### src/sv/gfu_pkg.sv
package gfu_pkg;

   localparam int POSITION_BITS_DEF = 32;
   localparam int LIMB_BITS = 32;
   localparam int MUL_LAT = 2;
   localparam int QUO_BITS = 64;
   localparam int CUTOFF_SQ_BITS = 20;

   localparam logic [63:0] STRENGTH_RESET = 64'd6155955000000;
   localparam logic [CUTOFF_SQ_BITS-1:0] CUTOFF_SQ = 20'd1000000;
   localparam logic [63:0] POS_LIMIT = 64'h7FFF_FFFF_FFFF_FFFF;
   localparam logic [63:0] NEG_LIMIT = 64'h8000_0000_0000_0000;

   function automatic int imax(input int a, input int b);
      return (a > b) ? a : b;
   endfunction

endpackage

### src/sv/gfu_mul.sv
module gfu_mul #(
   parameter int AW = 32,
   parameter int BW = 32
) (
   input  logic               clock,
   input  logic [AW-1:0]      a,
   input  logic [BW-1:0]      b,
   output logic [AW+BW-1:0]   p
);
   import gfu_pkg::*;

   localparam int NA = (AW + LIMB_BITS - 1) / LIMB_BITS;
   localparam int NB = (BW + LIMB_BITS - 1) / LIMB_BITS;
   localparam int PW = (NA + NB) * LIMB_BITS;

   logic [NA*LIMB_BITS-1:0]  a_ext;
   logic [NB*LIMB_BITS-1:0]  b_ext;
   logic [2*LIMB_BITS-1:0]   pp_ff [NA][NB];
   logic [PW-1:0]            sum_in;
   logic [PW-1:0]            sum_ff;

   assign a_ext = (NA*LIMB_BITS)'(a);
   assign b_ext = (NB*LIMB_BITS)'(b);

   // limb partial products, then one registered sum
   always_ff @(posedge clock) begin
      for (int i = 0; i < NA; i++) begin
         for (int j = 0; j < NB; j++) begin
            pp_ff[i][j] <= (2*LIMB_BITS)'(a_ext[i*LIMB_BITS +: LIMB_BITS])
                         * (2*LIMB_BITS)'(b_ext[j*LIMB_BITS +: LIMB_BITS]);
         end
      end
      sum_ff <= sum_in;
   end

   always_comb begin
      sum_in = '0;
      for (int i = 0; i < NA; i++) begin
         for (int j = 0; j < NB; j++) begin
            sum_in = sum_in + (PW'(pp_ff[i][j]) << (LIMB_BITS * (i + j)));
         end
      end
   end

   assign p = sum_ff[AW+BW-1:0];
endmodule

### config.mk
export PLATFORM = sky130hd
export DESIGN_NAME = gfu_mul
export DESIGN_NICKNAME = d
export VERILOG_FILES = /design/src/sv/gfu_pkg.sv /design/src/sv/gfu_mul.sv
export SDC_FILE = /design/constraint.sdc
export NUM_CORES = 2
export LEC_CHECK = 0
export ABC_AREA = 1
export BUFFER_PORTS_ARGS = -buffer_cell sky130_fd_sc_hd__buf_2
export CORE_AREA = 2 2 269 271
export CTS_CLUSTER_SIZE = 12
export DETAILED_ROUTE_END_ITERATION = 10
export DIE_AREA = 0 0 271 273
export GPL_TIMING_DRIVEN = 0
export PLACE_DENSITY = 0.72
export SLEW_MARGIN = 20
export SYNTH_ARGS = -nofsm -noshare
export SYNTH_HDL_FRONTEND = slang
export SYNTH_SLANG_ARGS = --single-unit
### constraint.sdc
create_clock -name clock -period 16.95 [get_ports clock]
set_input_delay 3.39 -clock clock [delete_from_list [all_inputs] [get_ports clock]]
set_output_delay 3.39 -clock clock [all_outputs]
set_load 0.01 [all_outputs]
# Yosys cells after proc, flatten, opt, wreduce, memory -nomap -nowiden
# Memories as Yosys holds them, arrays and structs flattened. A register that Yosys moved wholly into a read port is not among the register bits.
# Index checks and enable logic that the tools add are counted.
dict set report word_totals {
  elab_cells 2
  inputBits 65
  register_bits 0
  mem_bits_rw 64
  out_inout_bits 64
  memories 1
}
# name words word_bits rd rd_clocked_by_memory_dff write_ports line
set memory_table {}
lappend memory_table {pp_ff 1 64 1 1 1 gfu_mul.sv:18} ;# logic [2*LIMB_BITS-1:0] pp_ff [NA][NB];
dict set report op_classes {
  multipliers 1
}
# op n
set op_table {}
lappend op_table {{multiplier 32 x 32 -> 64 bit} 1}

# Longest topological paths before layout
dict set report depth {
  depth_word 1
  depth_mapped 30
  mapped_depth_nobuf 29
}

# Worst setup path after synthesis
# Ideal clock, no wire load.
dict set report synth_path {
  path_kind {input to register}
  from {input port a[25]}
  to {memory pp_ff[0][60] (netlist bit)}
  path_buffers 1
  arrival_ns 9.088
  setup_time_ns 0.112
  t_required_ns 16.838
  path_slack_ns 7.750
  stages 26
  path_cell_list {clkbuf_1 > nand2_1 > fa_1 > inv_1 > fa_1 > inv_1 > fa_1 > inv_1 > fa_1 > fa_1 > fa_1 > fa_1 > inv_1 > fa_1 > inv_1 > ha_1 > nand2_1 > nand2_1 > a21oi_1 > nand2_1 > nand2_1 > nand2_1 > a21oi_1 > nand2_1 > nand2_1 > nand2_1}
}
dict set report synth_between {
  elab_chain_cells 1
}
# element line
set synth_lines {}
lappend synth_lines {{start: declaration} gfu_mul.sv:6} ;# input logic [AW-1:0] a,
lappend synth_lines {{multiplier 32 x 32 -> 64 bit} gfu_mul.sv:30} ;# * (2*LIMB_BITS)'(b_ext[j*LIMB_BITS +: LIMB_BITS]);
lappend synth_lines {{end: declaration} gfu_mul.sv:18}
# No other way between the ends.

# Worst setup path in the final report
dict set report layout_path {
  from {input port a[23]}
  to {memory pp_ff[0][62] (netlist bit)}
}
# Same word-level chain as after synthesis.

==> results.ini <==
[outcome]
status = completed

[sta]
max-slew-margin-rel_pct = 16.2
finalCriticalPeriod_ns = 10.46
fin_crit_sh_pct = 61.7
hold_violations = 0
worst_slew_pin_slew_ns = 1.26
drv_slew = 0
rsz0062_at_grt = no
fmax_mhz = 95.6
fin_skew_ns = 0.00622
setup_viol = 0
setup-tns-final_ns = 0

[synthesis]
yosys-top-cells-area = fa_1 46%, inv_1 17%, nand2_1 15%, ha_1 8.5%, dfxtp_1 6.6%
post-synth-top-area-fraction_pct = 46.4
ys_top_cells_by_count = 1723 x inv_1, 1559 x nand2_1, 896 x fa_1, 263 x ha_1, 192 x clkbuf_1
synth_edf_count = 0
syn_area_per_cell_sq_um = 7.61
syn_inst = 5083
yosysMostFrequentCell = inv_1
yosys_warnings = 0
synth-async-reset-ratio_pct = 0
synth_largest_area_cell = fa_1
syn_nets = 6307
synth_area_sq_mm = 0.0387
ys_types = 23
yosysSeqAreaShare_pct = 6.62
synth_flop_cell = dfxtp_1
ys_ff_latch = 128

[job]
cap_violations = 0

[detailed_routing]
drc = 0
wl_per_cell_um = 21.6
viasPerCell = 5.19
drtPass1Iterations = 5
drtAntennaViolNets = 0
wl_met2_um = 61100
routed.top_layer = met5
drt_wl_total_um = 134000
num_vias = 32200
wl_met3_um = 15200
wl_met1_um = 49100
drt-initial-drc-count = 3010

[min_path]
hp-start = pp_ff[0][38]
hp-class = flop to flop
hold_end = p[38]
min_path_cells = 0

[setup_path]
timing.rr.start = pp_ff[0][36]
critPathKind = primary input to flop
cp.required_ns = 17.24
endpoint_kind = flop
arrival_ns = 10.75
ff2ff_setup_slack_ns = 16.53
critPathLaunchType = primary input
r2r-end = p[36]
rr_worst_depth = 0
cp_max_fo = 10

[global_routing]
grt_pass1_wl_um = 199000
groute.usage.overall_pct = 37.1
grt_pass1_vias = 32700
grt_overflow = 0
antenna_found_initial = 2
grt_max_degree = 17

[clock_network]
clkLatencyLatePin_ns = 0.41
cts_resized = 0
cts.sinks = 128
ctsRootBufferMaster = clkbuf_16
cts_buffers = 17
htree_levels = 4
clk_pin_slew_ns = 0.06
clockBufferDepth = 2
post_cts_buffers = 0
cts_tree = built
hold_buffers = 0

[place]
post-dp-hpwl_um = 117000
place.gp.congestion = 1.02
io_buffers = 128

[die]
io_pins = 129
initial_core_util_pct = 54.5
fp-row-count = 98
die_area_sq_mm = 0.0740
die_h_um = 273
core-area_sq_mm = 0.0710
fp.dieW_um = 271

[layout]
drive_gt1_share_pct = 4.39
layout-area-overhead-vs-synth_pct = 6.29
fin_nets = 6454

[state kept, by name, indices dropped and copies added, names as in the netlist]
| name | count |
|---|---|
| p | 64 |
| pp_ff | 64 |
[routing by layer]
layer | vias up | GRT usage (%)
li1 | 14100 | -
met1 | 15900 | 47.1
met2 | 1716 | 59.7
met3 | 385 | 9.04
met4 | 2 | 18.3
met5 | - | 0
[through the flow]
stage / util (%) / cell area [sq um] / cells / hold WS (ns) / worst slack (ns)
detailed placement: 57.1 / 40500 / 6161 / 0.312 / 6.20
floorplan: - / 38700 / 5083 / 0.310 / 7.75
global route: 57.9 / 41100 / 6193 / 0.328 / 6.25
finish: 57.9 / 41100 / 6196 / 0.320 / 6.49
global placement: 57.1 / 40500 / 6161 / 0.311 / 6.25
CTS: 57.9 / 41100 / 6193 / 0.319 / 6.62
[critical path, cell delays in order]
cell      delay (ns)
buf_2           0.21
clkbuf_1        0.89
nand2_1         0.11
inv_1           0.11
fa_1            0.41
inv_1           0.08
fa_1            0.43
fa_1            0.61
fa_1            0.59
inv_1           0.05
fa_1            0.48
fa_1            0.50
fa_1            0.73
fa_1            0.49
ha_1            0.41
nand2_1         0.15
nor2_2          0.16
inv_2           0.07
nor2_1          0.30
a21oi_1         0.14
nand2_2         0.16
nand2_1         0.10
nand3_1         0.09
nand2_1         0.08
[final cells by class]
class	count	area [sq um]
Antenna cell	3	7.51
Buffer	192	722
Clock buffer	19	443
Clock inverter	13	153
Fill cell	6734	29900
Inverter	1733	6500
Multi-Input combinational cell	3030	28900
Sequential cell	128	2560
Tap cell	950	1190
Timing Repair Buffer	128	641
[logic make-up after synthesis]
family	count (synthesis)	share of synthesized area [%]
and+or+nand+nor	1776	18.2
DFF	128	6.62
buffers and inverters	1925	18.7
xor gates and xnor gates	36	0.815
adders and majority gates	1159	54.9
AOI/OAI and AO/OA	59	0.851
[worst max-delay path by stage]
stage,cells after the start,start,to
2_1_floorplan,26,a[25],pp_ff[0][60]
3_3_place_gp,27,a[23],pp_ff[0][60]
3_5_place_dp,27,a[22],pp_ff[0][60]
4_1_cts,27,a[22],pp_ff[0][60]
5_1_grt,25,a[23],pp_ff[0][62]
6_report,24,a[23],pp_ff[0][62]
[cells in the final DEF (no fill, tap or decap), types with 2 or more instances in the layout]
master,count
bufinv_16,2
inv_6,4
clkinvlp_4,2
a21oi_1,45
nand3_2,7
nand3_1,59
nor3_2,7
nand2_2,16
nor2_1,73
nand2_1,1559
buf_2,128
o21bai_1,11
nand4_1,16
diode_2,3
ha_1,263
clkinv_4,3
xnor2_1,4
xor2_1,32
nor2_4,5
inv_1,1723
clkbuf_1,192
inv_2,10
o21ai_0,2
fa_1,896
dfxtp_1,128
nor2_2,23
nor3_1,10
clkbuf_16,17
Power is left out: the tool's default activity adds up to more than one toggle a clock period on the data nets, which glitch-free logic cannot reach.
